**config.mk**
```make
export PLATFORM = sky130hd
export DESIGN_NAME = sql_token_scanner
export DESIGN_NICKNAME = d
export VERILOG_FILES = /design/src/hdl/sts_pkg.sv /design/src/hdl/sql_token_scanner.sv /design/src/hdl/sts_front.sv /design/src/hdl/sts_queue.sv /design/src/hdl/sts_back.sv
export SDC_FILE = /design/constraint.sdc
export NUM_CORES = 1
export LEC_CHECK = 0
export ABC_AREA = 1
export BUFFER_PORTS_ARGS = -buffer_cell sky130_fd_sc_hd__buf_2
export CAP_MARGIN = 0
export CORE_MARGIN = 2
export CORE_UTILIZATION = 46
export DETAILED_ROUTE_END_ITERATION = 12
export GPL_TIMING_DRIVEN = 0
export PLACE_DENSITY = 0.62
export SETUP_SLACK_MARGIN = 0.15
export SLEW_MARGIN = 20
export SYNTH_ARGS = -nofsm -noshare
export SYNTH_HDL_FRONTEND = slang
export SYNTH_SLANG_ARGS = --single-unit
export TNS_END_PERCENT = 1
```
**constraint.sdc**
```tcl
create_clock -name clock -period 5 [get_ports clock]
set_input_delay 0.75 -clock clock [delete_from_list [all_inputs] [get_ports clock]]
set_output_delay 0.75 -clock clock [all_outputs]
set_load 0.005 [all_outputs]
```
**src/hdl/sts_pkg.sv**
```systemverilog
// ----------------------------------------------------------------------------
// sts_pkg
// Shared types, constants and helpers for the SQL token scanner.
// ----------------------------------------------------------------------------
`default_nettype none

package sts_pkg;

   localparam int POSITION_BITS = 16;
   localparam int POS_W         = 16;
   localparam logic [POS_W-1:0] POS_LIMIT = (POSITION_BITS >= 16) ? 16'hFFFF :
      16'((32'd1 << POSITION_BITS) - 32'd1);

   localparam int PREFIX_W    = 48;
   localparam int QUEUE_DEPTH = 4;
   localparam int QUEUE_AW    = $clog2(QUEUE_DEPTH);

   localparam logic [PREFIX_W-1:0] KW_SELECT = 48'h53454C454354;
   localparam logic [PREFIX_W-1:0] KW_FROM   = 48'h000046524F4D;
   localparam logic [PREFIX_W-1:0] KW_WHERE  = 48'h005748455245;
   localparam logic [PREFIX_W-1:0] KW_INSERT = 48'h494E53455254;
   localparam logic [PREFIX_W-1:0] KW_INTO   = 48'h0000494E544F;
   localparam logic [PREFIX_W-1:0] KW_VALUES = 48'h56414C554553;

   typedef enum logic [2:0] {
      KIND_KEYWORD = 3'd0,
      KIND_IDENT   = 3'd1,
      KIND_NUMBER  = 3'd2,
      KIND_STRING  = 3'd3,
      KIND_OPER    = 3'd4,
      KIND_PUNCT   = 3'd5,
      KIND_END     = 3'd6
   } token_kind_type;

   typedef enum logic [1:0] {
      MODE_IDLE = 2'd0,
      MODE_WORD = 2'd1,
      MODE_NUM  = 2'd2,
      MODE_STR  = 2'd3
   } scan_mode_type;

   typedef struct packed {
      token_kind_type   kind;
      logic [POS_W-1:0] start;
      logic [POS_W-1:0] length;
      logic [7:0]       sym;
      logic             ovf;
   } token_type;

   typedef struct packed {
      logic      two;
      token_type slot0;
      token_type slot1;
   } entry_type;

   typedef struct packed {
      logic      valid;
      entry_type entry;
   } queue_head_type;

   function automatic logic is_keyword(input logic [PREFIX_W-1:0] prefix,
                                       input logic [POS_W-1:0] len);
      logic hit;
      begin
         hit = ((len == POS_W'(6)) &&
                (prefix == KW_SELECT || prefix == KW_INSERT || prefix == KW_VALUES)) ||
               ((len == POS_W'(4)) && (prefix == KW_FROM || prefix == KW_INTO)) ||
               ((len == POS_W'(5)) && (prefix == KW_WHERE));
         return hit;
      end
   endfunction

endpackage

`default_nettype wire

```
**src/hdl/sql_token_scanner.sv**
```systemverilog
// ----------------------------------------------------------------------------
// sql_token_scanner
// Byte-serial SQL lexer: one text byte per transfer in, one token per
// transfer out (kind, start offset, length, symbol byte).
//
//   channel | direction | handshake            | payload
//   req     | in        | req_valid/req_ready  | char_byte, end_marker
//   rsp     | out       | rsp_valid/rsp_ready  | token_kind, start_offset,
//           |           |                      | token_length, symbol_char,
//           |           |                      | position_overflow, run_last
//
// One byte is accepted per cycle while the four-entry token queue has room.
// A byte that closes a token and is itself a symbol yields two tokens, which
// leave in turn; the output port moves one token per cycle while rsp_ready is high.
// Reset is synchronous and clears scan state, queue and output stage.
// A stalled rsp side fills the queue and then drops req_ready.
// ----------------------------------------------------------------------------
`default_nettype none

module sql_token_scanner (
   input  wire logic        clock,
   input  wire logic        reset,
   input  wire logic        req_valid,
   output logic             req_ready,
   input  wire logic [7:0]  req_char_byte,
   input  wire logic        req_end_marker,
   output logic             rsp_valid,
   input  wire logic        rsp_ready,
   output logic [2:0]       rsp_token_kind,
   output logic [15:0]      rsp_start_offset,
   output logic [15:0]      rsp_token_length,
   output logic [7:0]       rsp_symbol_char,
   output logic             rsp_position_overflow,
   output logic             rsp_run_last
);
   import sts_pkg::*;

   logic           accept, push, full, pop;
   entry_type      push_entry;
   queue_head_type head;
   token_type      tok;

   assign req_ready = !full;
   assign accept    = req_valid && req_ready;

   sts_front u_front (
      .clock      (clock),
      .reset      (reset),
      .accept     (accept),
      .char_byte  (req_char_byte),
      .end_marker (req_end_marker),
      .push       (push),
      .push_entry (push_entry)
   );

   sts_queue u_queue (
      .clock      (clock),
      .reset      (reset),
      .push       (push),
      .push_entry (push_entry),
      .full       (full),
      .pop        (pop),
      .head       (head)
   );

   sts_back u_back (
      .clock     (clock),
      .reset     (reset),
      .head      (head),
      .pop       (pop),
      .rsp_valid (rsp_valid),
      .rsp_ready (rsp_ready),
      .rsp_token (tok),
      .rsp_last  (rsp_run_last)
   );

   assign rsp_token_kind        = tok.kind;
   assign rsp_start_offset      = tok.start;
   assign rsp_token_length      = tok.length;
   assign rsp_symbol_char       = tok.sym;
   assign rsp_position_overflow = tok.ovf;

endmodule

`default_nettype wire

```
**src/hdl/sts_front.sv**
```systemverilog
// ----------------------------------------------------------------------------
// sts_front
// Byte classifier and scan state; builds at most one queue entry, of up to two
// tokens, per accepted byte.
// ----------------------------------------------------------------------------
`default_nettype none

module sts_front (
   input  wire logic          clock,
   input  wire logic          reset,
   input  wire logic          accept,
   input  wire logic [7:0]    char_byte,
   input  wire logic          end_marker,
   output logic               push,
   output sts_pkg::entry_type push_entry
);
   import sts_pkg::*;

   scan_mode_type       mode_ff, mode_in;
   logic [POS_W-1:0]    pos_ff, pos_in;
   logic [POS_W-1:0]    start_ff, start_in;
   logic [PREFIX_W-1:0] prefix_ff, prefix_in;
   logic                ovf_ff, ovf_in;

   logic             is_letter, is_digit, is_word, is_quote, is_oper, is_punct;
   logic [7:0]       upper;
   logic             at_lim, ovf_now;
   logic [POS_W-1:0] next_pos, span_len;
   logic             flush_valid, sym_valid;
   token_type        flush_tok, sym_tok;
   scan_mode_type    mode_after;

   always_comb begin
      is_letter = (char_byte >= 8'h41 && char_byte <= 8'h5A) ||
                  (char_byte >= 8'h61 && char_byte <= 8'h7A);
      is_digit  = char_byte >= 8'h30 && char_byte <= 8'h39;
      is_word   = is_letter || is_digit || char_byte == 8'h5F;
      is_quote  = char_byte == 8'h27;
      is_oper   = char_byte == 8'h3D || char_byte == 8'h3E || char_byte == 8'h3C;
      is_punct  = char_byte == 8'h28 || char_byte == 8'h29 ||
                  char_byte == 8'h2C || char_byte == 8'h3B;
      upper     = (char_byte >= 8'h61 && char_byte <= 8'h7A) ? char_byte - 8'd32 : char_byte;

      at_lim    = pos_ff >= POS_LIMIT;
      next_pos  = at_lim ? pos_ff : pos_ff + POS_W'(1);
      span_len  = (pos_ff >= start_ff) ? pos_ff - start_ff : '0;
      ovf_now   = end_marker ? ovf_ff : (ovf_ff | at_lim);

      flush_tok.start  = start_ff;
      flush_tok.length = span_len;
      flush_tok.sym    = '0;
      flush_tok.ovf    = ovf_now;
      unique case (mode_ff)
         MODE_WORD: flush_tok.kind = is_keyword(prefix_ff, span_len) ? KIND_KEYWORD : KIND_IDENT;
         MODE_NUM:  flush_tok.kind = KIND_NUMBER;
         default:   flush_tok.kind = KIND_STRING;
      endcase

      sym_tok.start  = pos_ff;
      sym_tok.length = POS_W'(1);
      sym_tok.sym    = char_byte;
      sym_tok.ovf    = ovf_now;
      sym_tok.kind   = is_oper ? KIND_OPER : KIND_PUNCT;

      mode_in    = mode_ff;
      pos_in     = next_pos;
      start_in   = start_ff;
      prefix_in  = prefix_ff;
      ovf_in     = ovf_now;
      sym_valid  = 1'b0;
      flush_valid = 1'b0;
      mode_after = mode_ff;

      if (end_marker) begin
         flush_valid = mode_ff != MODE_IDLE;
         sym_valid   = 1'b1;
         sym_tok.kind   = KIND_END;
         sym_tok.length = '0;
         sym_tok.sym    = '0;
         mode_in   = MODE_IDLE;
         pos_in    = '0;
         start_in  = '0;
         prefix_in = '0;
         ovf_in    = 1'b0;
      end else begin
         unique case (mode_ff)
            MODE_WORD: begin
               if (is_word) begin
                  prefix_in = {prefix_ff[PREFIX_W-9:0], upper};
               end else begin
                  flush_valid = 1'b1;
               end
            end
            MODE_NUM:  flush_valid = !is_digit;
            MODE_STR:  flush_valid = is_quote;
            default:   flush_valid = 1'b0;
         endcase
         if (flush_valid) begin
            mode_after = MODE_IDLE;
         end
         mode_in = mode_after;
         if (mode_after == MODE_IDLE && mode_ff != MODE_STR) begin
            if (is_letter || char_byte == 8'h5F) begin
               mode_in   = MODE_WORD;
               start_in  = pos_ff;
               prefix_in = {{(PREFIX_W-8){1'b0}}, upper};
            end else if (is_digit) begin
               mode_in  = MODE_NUM;
               start_in = pos_ff;
            end else if (is_quote) begin
               mode_in  = MODE_STR;
               start_in = next_pos;
            end else if (is_oper || is_punct) begin
               sym_valid = 1'b1;
            end
         end
      end

      push = accept && (flush_valid || sym_valid);
      if (flush_valid) begin
         push_entry.slot0 = flush_tok;
         push_entry.slot1 = sym_tok;
         push_entry.two   = sym_valid;
      end else begin
         push_entry.slot0 = sym_tok;
         push_entry.slot1 = sym_tok;
         push_entry.two   = 1'b0;
      end
   end

   always_ff @(posedge clock) begin
      if (reset) begin
         mode_ff   <= MODE_IDLE;
         pos_ff    <= '0;
         start_ff  <= '0;
         prefix_ff <= '0;
         ovf_ff    <= 1'b0;
      end else if (accept) begin
         mode_ff   <= mode_in;
         pos_ff    <= pos_in;
         start_ff  <= start_in;
         prefix_ff <= prefix_in;
         ovf_ff    <= ovf_in;
      end
   end

endmodule

`default_nettype wire

```
**src/hdl/sts_queue.sv**
```systemverilog
// ----------------------------------------------------------------------------
// sts_queue
// Short FIFO of token entries between the scanner front and the output side.
// ----------------------------------------------------------------------------
`default_nettype none

module sts_queue (
   input  wire logic               clock,
   input  wire logic               reset,
   input  wire logic               push,
   input  wire sts_pkg::entry_type push_entry,
   output logic                    full,
   input  wire logic               pop,
   output sts_pkg::queue_head_type head
);
   import sts_pkg::*;

   entry_type           mem_ff [QUEUE_DEPTH];
   logic [QUEUE_AW-1:0] wr_ptr_ff, wr_ptr_in;
   logic [QUEUE_AW-1:0] rd_ptr_ff, rd_ptr_in;
   logic [QUEUE_AW:0]   count_ff, count_in;
   logic                do_pop;

   always_comb begin
      full       = count_ff == (QUEUE_AW+1)'(QUEUE_DEPTH);
      head.valid = count_ff != '0;
      head.entry = mem_ff[rd_ptr_ff];
      do_pop     = pop && head.valid;
      wr_ptr_in  = push ? wr_ptr_ff + QUEUE_AW'(1) : wr_ptr_ff;
      rd_ptr_in  = do_pop ? rd_ptr_ff + QUEUE_AW'(1) : rd_ptr_ff;
      count_in   = count_ff + (QUEUE_AW+1)'(push) - (QUEUE_AW+1)'(do_pop);
   end

   always_ff @(posedge clock) begin
      if (push) begin
         mem_ff[wr_ptr_ff] <= push_entry;
      end
   end

   always_ff @(posedge clock) begin
      if (reset) begin
         wr_ptr_ff <= '0;
         rd_ptr_ff <= '0;
         count_ff  <= '0;
      end else begin
         wr_ptr_ff <= wr_ptr_in;
         rd_ptr_ff <= rd_ptr_in;
         count_ff  <= count_in;
      end
   end

endmodule

`default_nettype wire

```
**src/hdl/sts_back.sv**
```systemverilog
// ----------------------------------------------------------------------------
// sts_back
// Output side: unpacks queue entries into single token transfers through a
// registered output stage.
// ----------------------------------------------------------------------------
`default_nettype none

module sts_back (
   input  wire logic                    clock,
   input  wire logic                    reset,
   input  wire sts_pkg::queue_head_type head,
   output logic                         pop,
   output logic                         rsp_valid,
   input  wire logic                    rsp_ready,
   output sts_pkg::token_type           rsp_token,
   output logic                         rsp_last
);
   import sts_pkg::*;

   logic      valid_ff, valid_in;
   logic      sel_ff, sel_in;
   token_type tok_ff;
   logic      last_ff;
   logic      load, last_slot;
   token_type cur;

   always_comb begin
      load      = head.valid && (!valid_ff || rsp_ready);
      cur       = sel_ff ? head.entry.slot1 : head.entry.slot0;
      last_slot = !head.entry.two || sel_ff;
      pop       = load && last_slot;
      sel_in    = load ? !last_slot : sel_ff;
      valid_in  = load ? 1'b1 : (valid_ff && !rsp_ready);
      rsp_valid = valid_ff;
      rsp_token = tok_ff;
      rsp_last  = last_ff;
   end

   always_ff @(posedge clock) begin
      if (load) begin
         tok_ff  <= cur;
         last_ff <= last_slot;
      end
   end

   always_ff @(posedge clock) begin
      if (reset) begin
         valid_ff <= 1'b0;
         sel_ff   <= 1'b0;
      end else begin
         valid_ff <= valid_in;
         sel_ff   <= sel_in;
      end
   end

endmodule

`default_nettype wire

```
==> results of run 1 <==
==> cells in the final DEF, fill, tap and decap left out, types with 7 or more instances in the layout <==
cell | Yosys | routed
buf_4 | 7 | 7
dfxtp_1 | 94 | 94
inv_1 | 149 | 149
inv_2 | 7 | 7
buf_2 | 10 | 68
ha_1 | 26 | 26
or2_2 | 11 | 11
nor3_2 | 7 | 7
buf_1 | 8 | 8
o21ai_0 | 206 | 206
nand2_1 | 311 | 311
a31oi_1 | 27 | 27
xor2_1 | 11 | 11
nand4_1 | 40 | 40
o22ai_1 | 29 | 29
nand3_1 | 87 | 87
clkbuf_16 | 0 | 48
nor2_1 | 454 | 449
nor3_1 | 35 | 35
a21oi_1 | 122 | 122
edfxtp_1 | 333 | 333
nand3b_1 | 15 | 15
clkbuf_1 | 81 | 96
clkinv_1 | 3 | 8
buf_12 | 0 | 8
==> routing by layer <==
metal / wire (um) / global-route usage, % / up-vias
met3: 3436 / 4.431 / 95
met1: 24820 / 34.73 / 7458
met2: 25830 / 41.45 / 499
met5: 0 / 0 / -
li1: - / - / 7486
met4: 1708 / 8.572 / 0
==> worst max-delay path, delay by kind of cell, from the launching register on <==
kind,cells,cell delay (ns)
buffers and inverters,4,0.76
and+or+nand+nor,7,2.60
DFF,1,0.42
==> metrics by stage <==
stage	hold slack, ns	TNS [ns]	util [%]	cell area, um2	std cells
6_report	0.4426	0	53.50	22540	2814
5_1_grt	0.4276	0	53.50	22540	2814
4_1_cts	0.4173	0	53.50	22540	2814
3_5_place_dp	0.4650	0	49.96	21050	2731
3_3_place_gp	0.4523	-1025.25	49.10	20690	2717
2_1_floorplan	0.4359	-132.29	-	19720	2120
==> power groups by stage <==
stage	Clock (mW)	Sequential, mW	Combinational (mW)
floorplan	0	4.56	1.66
global placement	0	4.55	2.76
CTS	3.42	4.44	2.89
detailed placement	0	4.51	2.88
finish	3.37	4.44	2.88
global route	3.56	4.47	3.21
==> area by class of cell <==
type | instances | area (um2)
timing repair buffer | 72 | 615.6
clock buffer | 69 | 1340
sequential | 427 | 11880
clock inverter | 14 | 148.9
multi-input combinational | 1420 | 6775
fill | 3786 | 19590
buffer | 113 | 503.0
tap | 539 | 674.4
inverter | 160 | 601.8
==> logic make-up after synthesis <==
family | Yosys count | share of synthesized area [%]
and+or+nand+nor | 976 | 20.85
DFF | 427 | 60.24
AOI/OAI and AO/OA | 402 | 10.83
buffers and inverters | 273 | 5.601
adders and majority gates | 28 | 1.852
xor gates and xnor gates | 14 | 0.6217
==> worst min-delay path by stage <==
| stage | from | end | slack (ns) | depth (start not counted) |
|---|---|---|---|---|
| final | req_end_marker | u_queue.mem_ff[3][42] | 0.44 | 1 |
| after detailed placement | u_queue.rd_ptr_ff[0] | register | 0.46 | 1 |
| after CTS | req_end_marker | u_queue.mem_ff[3][42] | 0.42 | 1 |
| after global placement | u_queue.rd_ptr_ff[1] | register | 0.45 | 2 |
| after floorplan | u_queue.rd_ptr_ff[1] | register | 0.44 | 2 |
| after global routing | req_end_marker | u_queue.mem_ff[3][42] | 0.43 | 1 |
==> registers in the layout, indices dropped and copies added (netlist names), named ones only <==
| signal | flops |
|---|---|
| u_front.ovf_ff | 1 |
| u_front.pos_ff | 16 |
| u_queue.wr_ptr_ff | 2 |
| u_back.rsp_token | 44 |
| u_queue.mem_ff | 288 |
| u_back.rsp_valid | 1 |
| u_front.mode_ff | 2 |
| u_front.start_ff | 16 |
| u_back.sel_ff | 1 |
| u_back.rsp_last | 1 |
| u_front.prefix_ff | 48 |
| u_queue.count_ff | 3 |
| u_queue.rd_ptr_ff | 2 |
==> metrics.csv, run 1 <==
metric;value;unit
synthesized cell area;19720;um2
Die H;211.1;um
CTS Root Cell;clkbuf_16;
syn_nets;2161;
Total GRT Usage;25.51;%
Starting DRT DRC Count;1269;
Clock Power Share;31.6;%
initial antenna violation count;0;
Pint;7.192;mW
detailed placement HPWL;40090;um
ys flop type;edfxtp_1;
Netlist cell types;44;
WP data required;5.27;ns
Final Max Tran Viols;0;
final worst slack;0.8654;ns
FF-to-FF Start;u_front.mode_ff[0];
CTS H-tree lvls;2;
Vias;15538;
number of antenna diodes;0;
share of cells above drive strength 1;8.967;%
Max FO, Critical Path;22;
Die Wd;211.1;um
yosys warns;0;
Final setup viols;0;
Post-synth top cells;nor2_1, edfxtp_1, nand2_1, o21ai_0, inv_1;
Max-cap violations;0;
Area contributors post-synth;edfxtp_1, dfxtp_1, nor2_1;
DRT Pass-1 Iters;5;
post-CTS setup buffer count;0;
hold buffers post-CTS;0;
largest net degree at the start of global routing;28;
Routed Antenna Nets;0;
Nets;2281;
worst-path cell chain;inv_1 -> nor2_1 -> nand3_1 -> nand3_1 -> nand2_1 -> nand3_1 -> nand2_1 -> nor2_4 -> buf_16 -> buf_16 -> buf_12;
Clock Path Buffers;3;
CP dominant cell by count;nand3_1;
Row Count;75;
die area;44550;um2
final wirelength;55790;um
crit-path max cell delay;0.80;ns
leakage;8.555;nW
Num CTS Buffers;46;
Seq cells post-synth;427;
IO Port Bufs;58;
vias in the first global route;14909;
Worst VDD drop;0.2318;mV
Final Total Pwr;10.69;mW
Via density;5.522;
Placer Congestion;0.9331;
WL/cell;19.83;um
Synth area leader;edfxtp_1;
core area;42130;um2
clock latency on the worst-skew pair;0.58;ns
crit end category;register;
Worst slew margin;30.59;%
global-route wire length before repair;86140;um
Post-synth ARST share;0;%
drc violations;0;
CP Launch Point;u_front.mode_ff[0];
sequential share of the synthesized area;60.24;%
PwrDens;474.4;nW/um2
post-synth top area share;50.70;%
Worst-path clk slew;0.06;ns
Setup Skew;0.01957;ns
CTS tree;done;
Logic pwr share;27.0;%
fmax;0.2419;GHz
# clock sinks;427;
Worst path slowest cell;nor2_1;
cells after synthesis;2120;
CP Launch Type;register;
final hold violations;0;
CP Class;reg2reg;
RSZ-0062 raised after global routing;false;
Critical Path AT;4.41;ns
critical path capture point;u_queue.mem_ff[2][2];
Seq pwr share;41.5;%
GR Overflow Total;0;
Tightest Pin Transition;1.037;ns
period utilisation layout;82.69;%
Avg Inst Size Synth;9.304;um2
most instantiated library cell after synthesis;nor2_1;
post_cts resized;0;
worst r2r dst;u_queue.mem_ff[2][2];
Initial Util;46.81;%
Sw Pwr;3.501;mW
register-to-register setup slack;0.87;ns
status;finished clean;
Net Sw Frac;32.74;%
Post-synth EDFFs;333;
# IOs;60;
hold crit path type;in2reg;
pre-CTS setup slack;0.6776;ns
Final min period;4.135;ns
Worst Reg-to-Reg Cells;11;
Area Growth Syn to Fin;14.28;%
No activity file was read; power rests on OpenSTA's default activity.
==> inputs of run 2 (changes only) <==
--- a/config.mk
+++ b/config.mk
@@ -12,7 +12,7 @@
 export CORE_UTILIZATION = 46
 export DETAILED_ROUTE_END_ITERATION = 12
 export GPL_TIMING_DRIVEN = 0
-export PLACE_DENSITY = 0.62
+export PLACE_DENSITY = 0.6
 export SETUP_SLACK_MARGIN = 0.15
 export SLEW_MARGIN = 20
 export SYNTH_ARGS = -nofsm -noshare
==> constraint.sdc (replaced) <==
create_clock -name clock -period 4 [get_ports clock]
set_input_delay 0.6 -clock clock [delete_from_list [all_inputs] [get_ports clock]]
set_output_delay 0.6 -clock clock [all_outputs]
set_load 0.005 [all_outputs]
==> run 2 against run 1 <==
  * Cell count about the same
  * Combinational power increased by 25%
  * First-iteration DRC count grew 1.5%
  * Global-route usage increased by 0.088 points
  * Utilization shrank 0.18 points
  * Sequential power is 25% higher
  * Critical path depth decreased by 1
==> metrics.csv, run 2 (synthesized netlist as in run 1, its figures left out) <==
metric;value;unit
status;finished clean;
Setup Skew;0.01701;ns
final hold slack;0.2922;ns
# IOs;60;
Final Max Tran Viols;0;
Largest Register;u_queue.mem_ff;
vias in the first global route;14709;
Clock Path Buffers;3;
CP Launch Type;register;
crit end category;register;
initial antenna violation count;0;
Nets;2281;
Net Sw Frac;33.61;%
fmax;0.2790;GHz
register-to-register setup slack;0.42;ns
Clock Power Share;30.4;%
Pint;8.732;mW
IO Port Bufs;58;
Row Count;75;
Hold Crit Depth;1;
Sw Pwr;4.421;mW
detailed placement HPWL;39900;um
core area;42130;um2
Final Instance Count excl. Fillers;2813;
Seq pwr share;42.2;%
Area Growth Syn to Fin;13.89;%
global-route wire length before repair;86930;um
Fillers;3774;
WL/cell;19.86;um
hold path startpoint;req_end_marker;
Initial Util;46.81;%
period utilisation layout;89.62;%
Worst-path clk slew;0.06;ns
Logic pwr share;27.5;%
die area;44550;um2
Final setup viols;0;
drc violations;0;
CTS tree;done;
CTS Root Cell;clkbuf_16;
DRT Pass-1 Iters;5;
leakage;8.501;nW
Final Core Density;53.31;%
FF-to-FF Start;u_front.mode_ff[0];
WP data required;4.29;ns
Worst Reg-to-Reg Cells;10;
worst r2r dst;u_queue.mem_ff[3][49];
Die H;211.1;um
Num CTS Buffers;46;
Worst Hold Path EP;u_queue.mem_ff[0][42];
Starting DRT DRC Count;1288;
GR Overflow Total;0;
clock latency on the worst-skew pair;0.61;ns
hold buffers post-CTS;0;
Max-cap violations;0;
final worst slack;0.4152;ns
RSZ-0062 raised after global routing;false;
Routed Antenna Nets;0;
commonest non-fill, non-tap cells in the layout;nor2_1, edfxtp_1, nand2_1;
TNS Setup;0;ns
Critical Path AT;3.88;ns
CTS H-tree lvls;2;
Placer Congestion;0.9407;
pre-CTS setup slack;-0.02755;ns
Max FO, Critical Path;23;
Die Wd;211.1;um
PwrDens;585.5;nW/um2
Vias;15512;
number of antenna diodes;0;
hold crit path type;in2reg;
Final min period;3.585;ns
Worst slew margin;32.96;%
share of cells above drive strength 1;8.971;%
placed insts;2731;
commonest non-fill, non-tap cell in the layout;nor2_1;
largest net degree at the start of global routing;28;
max reg flops;288;
Tightest Pin Transition;0.9951;ns
CP Class;reg2reg;
final hold violations;0;
Worst VDD drop;0.3947;mV
Via density;5.514;
Total GRT Usage;25.59;%
# clock sinks;427;
final wirelength;55870;um
-- run 2: cell count changes in the layout (fill, tap and decap cells not counted), moves of 2 or more --
cell / delta
bufinv_16: -3
clkbuf_8: -3
clkbuf_1: +5
clkinv_1: -2
clkinvlp_4: +2
-- run 2: through the flow --
step	total power [mW]	cell area, um2
floorplan	7.767	19730
global placement	9.148	20700
detailed placement	9.253	21050
CTS	13.22	22450
global route	13.84	22460
finish	13.15	22460
-- run 2: cell type report --
| cell class | count | area [um2] | share of cell area, % |
|---|---|---|---|
| sequential | 427 | 11880 | 52.90 |
| multi-input combinational | 1420 | 6780 | 30.18 |
| clock buffer | 70 | 1292 | 5.754 |
| tap | 539 | 674.4 | 3.002 |
| timing repair buffer | 72 | 615.6 | 2.740 |
| inverter | 160 | 605.6 | 2.696 |
| buffer | 113 | 503.0 | 2.239 |
| clock inverter | 12 | 108.9 | 0.4846 |
-- run 2: critical path: stages (launching register included) --
cell and delay, ns:
dfxtp_1 0.43, inv_1 0.15, nor2_2 0.44, nand3_1 0.18, nand3_1 0.16, nand2_1 0.20, nand3_1 0.28, nand2_1 0.31
nor2_4 0.63, buf_16 0.25, buf_12 0.21
-- run 2: worst max-delay path by stage --
stage / start / end / slack, ns / cells after the start
6_report: u_front.mode_ff[0] / u_queue.mem_ff[3][49] / 0.42 / 10
5_1_grt: u_front.mode_ff[0] / u_queue.mem_ff[3][49] / 0.21 / 10
4_1_cts: u_front.mode_ff[0] / u_queue.mem_ff[3][48] / 0.18 / 10
3_5_place_dp: req_char_byte[5] / u_queue.count_ff[2] / -0.03 / 18
3_3_place_gp: req_end_marker / u_queue.mem_ff[1][50] / -2.36 / 8
2_1_floorplan: req_char_byte[5] / u_queue.mem_ff[0][1] / -0.15 / 16
-- run 2: timing repair --
item	4_1_cts	5_1_grt
setup endpoints to repair	0	111
resized for setup	0	4
buffers inserted	0	0
-- run 2: power by group through the flow --
stage	logic [mW]	clock network, mW	registers, mW
6_report	3.61	4.00	5.54
5_1_grt	4.02	4.23	5.59
4_1_cts	3.63	4.05	5.55
3_5_place_dp	3.61	0	5.64
3_3_place_gp	3.47	0	5.68
2_1_floorplan	2.08	0	5.69
-- run 2: metal layers --
metal | wire length [um] | track usage, % | vias up
met1 | 24550 | 35.14 | 7463
met2 | 26100 | 41.54 | 468
li1 | - | - | 7486
met4 | 1611 | 7.916 | 0
met5 | 0 | 0 | -
met3 | 3608 | 4.505 | 95
==> inputs of run 3 (changes only) <==
--- a/config.mk
+++ b/config.mk
@@ -5,7 +5,6 @@
 export SDC_FILE = /design/constraint.sdc
 export NUM_CORES = 1
 export LEC_CHECK = 0
-export ABC_AREA = 1
 export BUFFER_PORTS_ARGS = -buffer_cell sky130_fd_sc_hd__buf_2
 export CAP_MARGIN = 0
 export CORE_MARGIN = 2
==> run 3 against run 2 <==
  * Setup slack got worse by 0.21 ns
  * Wire length down 22%
  * Maximum frequency shrank 5.5%
  * Worst hold slack about the same
  * Highest routed layer unchanged
==> metrics.csv, run 3 <==
metric;value;unit
CTS tree;done;
post-synth top area share;55.01;%
WP data required;4.36;ns
Worst VDD drop;0.3568;mV
placed insts;1901;
DRT Pass-1 Iters;5;
Post-Synth Adder-Cell Area;2.010;%
Post-synth EDFFs;333;
Post-Synth XOR/XNOR Area;1.253;%
Sw Pwr;3.081;mW
FF+latch area;11880;um2
vias in the first global route;11393;
worst-path cell chain;ha_1 -> or3_1 -> a21oi_1 -> a21oi_1 -> o311ai_0 -> a21oi_1 -> o211ai_1 -> nor4_1 -> nor2_1;
status;finished clean;
Seq pwr share;45.7;%
Row Count;72;
Worst Reg-to-Reg Cells;9;
Routed Antenna Nets;0;
compound-cell area share of the yosys netlist;7.895;%
Max-cap violations;0;
Initial Util;46.82;%
final hold slack;0.2922;ns
max reg flops;288;
ys flop type;edfxtp_1;
multiplexer share of the synthesized area;9.210;%
Placer Congestion;0.9306;
Worst slew margin;23.58;%
Simple-Gate Fraction of Synth Area;11.85;%
Area Growth Syn to Fin;14.20;%
hold crit path type;in2reg;
main combinational cell family by area after synthesis;simple AND/OR/NAND/NOR gates;
# clock sinks;427;
Die Wd;202.8;um
CP Launch Type;register;
hold path startpoint;req_end_marker;
Final Total Pwr;11.89;mW
Final Instance Count excl. Fillers;1986;
CP Launch Point;u_front.pos_ff[4];
initial antenna violation count;1;
cells after synthesis;1320;
Worst Hold Path EP;u_queue.mem_ff[0][42];
Worst-path clk slew;0.06;ns
RSZ-0062 raised after global routing;false;
Starting DRT DRC Count;953;
Avg Inst Size Synth;13.77;um2
Total GRT Usage;21.80;%
Vias;11424;
share of cells above drive strength 1;15.54;%
Post-synth ARST share;0;%
yosys warns;0;
sequential share of the synthesized area;65.36;%
syn_nets;1361;
most instantiated library cell after synthesis;edfxtp_1;
final wirelength;43670;um
# IOs;60;
Seq cells post-synth;427;
Die H;202.8;um
Via density;5.752;
Synth area leader;edfxtp_1;
Hold Crit Depth;1;
die area;41120;um2
TNS Setup;0;ns
Nets;1471;
Logic pwr share;18.5;%
Worst path slowest cell;o311ai_0;
Setup Skew;0.01794;ns
post-CTS setup buffer count;0;
FF-to-FF Start;u_front.pos_ff[4];
GR Overflow Total;0;
Clock Power Share;35.9;%
Post-synth top cells;edfxtp_1, nand2_1, nor2_1, dfxtp_1, mux4_2;
register-to-register setup slack;0.21;ns
global-route wire length before repair;67880;um
hold buffers post-CTS;0;
detailed placement HPWL;29050;um
Fillers;3245;
leakage;7.090;nW
crit end category;register;
core area;38830;um2
largest net degree at the start of global routing;47;
worst r2r dst;u_queue.mem_ff[2][85];
Num CTS Buffers;45;
IO Port Bufs;59;
PwrDens;572.6;nW/um2
commonest non-fill, non-tap cell in the layout;edfxtp_1;
CTS H-tree lvls;2;
CTS Root Cell;clkbuf_16;
Final Max Tran Viols;0;
period utilisation layout;94.83;%
synthesized cell area;18180;um2
Area contributors post-synth;edfxtp_1, dfxtp_1, mux4_2;
Buf+Inv Stages, Crit Path;0;
CP Class;reg2reg;
Top delay family on crit path;compound AO/OA/AOI/OAI gates;
fmax;0.2636;GHz
Tightest Pin Transition;1.132;ns
Final setup viols;0;
clock latency on the worst-skew pair;0.57;ns
Max FO, Critical Path;11;
post_cts resized;0;
drc violations;0;
critical path depth;9;
Net Sw Frac;25.92;%
Final min period;3.793;ns
Critical Path AT;4.15;ns
Clock Path Buffers;3;
Pint;8.806;mW
crit-path max cell delay;0.99;ns
Netlist cell types;83;
area of the multi-input gates;5867;um2
CP dominant cell by count;a21oi_1;
WL/cell;21.99;um
Largest Register;u_queue.mem_ff;
final hold violations;0;
commonest non-fill, non-tap cells in the layout;edfxtp_1, nand2_1, nor2_1;
[run 3: changes by cell type after synthesis, sizes merged, moves of 43 or more]
cell / before / now
a21oi: 122 / 46
a22oi: 0 / 43
inv: 156 / 36
mux4: 0 / 72
nand2: 318 / 149
nand3: 90 / 16
nor2: 457 / 104
o21ai: 210 / 53
[run 3: cell families after synthesis]
| logic type | count (synthesis) |
|---|---|
| xor gates and xnor gates | 26 |
| and+or+nand+nor | 436 |
| muxes | 77 |
| buffers and inverters | 113 |
| adders and majority gates | 28 |
| AOI/OAI and AO/OA | 213 |
| DFF | 427 |
[run 3: metrics by stage]
stage,utilization [%],setup WS (ns),instance area [um2]
floorplan,-,-0.5290,18180
global placement,49.25,-2.504,19120
detailed placement,49.56,-0.1492,19240
CTS,53.46,0.3441,20760
global route,53.46,0.2287,20760
finish,53.46,0.2070,20760
[run 3: routing by layer]
layer / GRT usage, % / routed length (um) / up-vias
li1: - / - / 5238
met1: 30.44 / 19230 / 5780
met2: 35.54 / 21020 / 335
met3: 3.531 / 2462 / 71
met4: 6.230 / 959 / 0
met5: 0 / 0 / -
[run 3: how the worst max path moves through the flow]
stage / endpoint / slack [ns]
CTS: u_queue.mem_ff[2][85] / 0.34
detailed placement: u_queue.mem_ff[1][74] / -0.15
global route: u_queue.mem_ff[2][85] / 0.23
floorplan: u_queue.mem_ff[1][1] / -0.53
finish: u_queue.mem_ff[2][85] / 0.21
global placement: u_queue.mem_ff[2][45] / -2.50
[run 3: worst reg2reg max path, delay by kind of cell (launching register included)]
kind                     cells  cell delay (ns)
AO/OA/AOI/OAI                5             1.81
adder cells (fa/ha/maj)      1             0.39
flip-flops                   1             0.63
AND/OR/NAND/NOR              3             0.74
[run 3: layout make-up]
type	instances	share of cell area (%)
diodes	1	0.01205
clock buffers	59	5.949
clock inverters	25	1.338
flip-flops and latches	427	57.24
multi-input cells	780	28.26
well taps	518	3.122
repair buffers	63	1.953
inverters	38	0.6992
plain buffers	75	1.428
[run 3: power by group through the flow]
stage	logic (mW)	clock network [mW]	registers (mW)
after global placement	2.20	0	5.54
after CTS	2.25	4.34	5.43
after detailed placement	2.24	0	5.52
final	2.19	4.27	5.43
after floorplan	1.38	0	5.56
after global routing	2.41	4.52	5.47
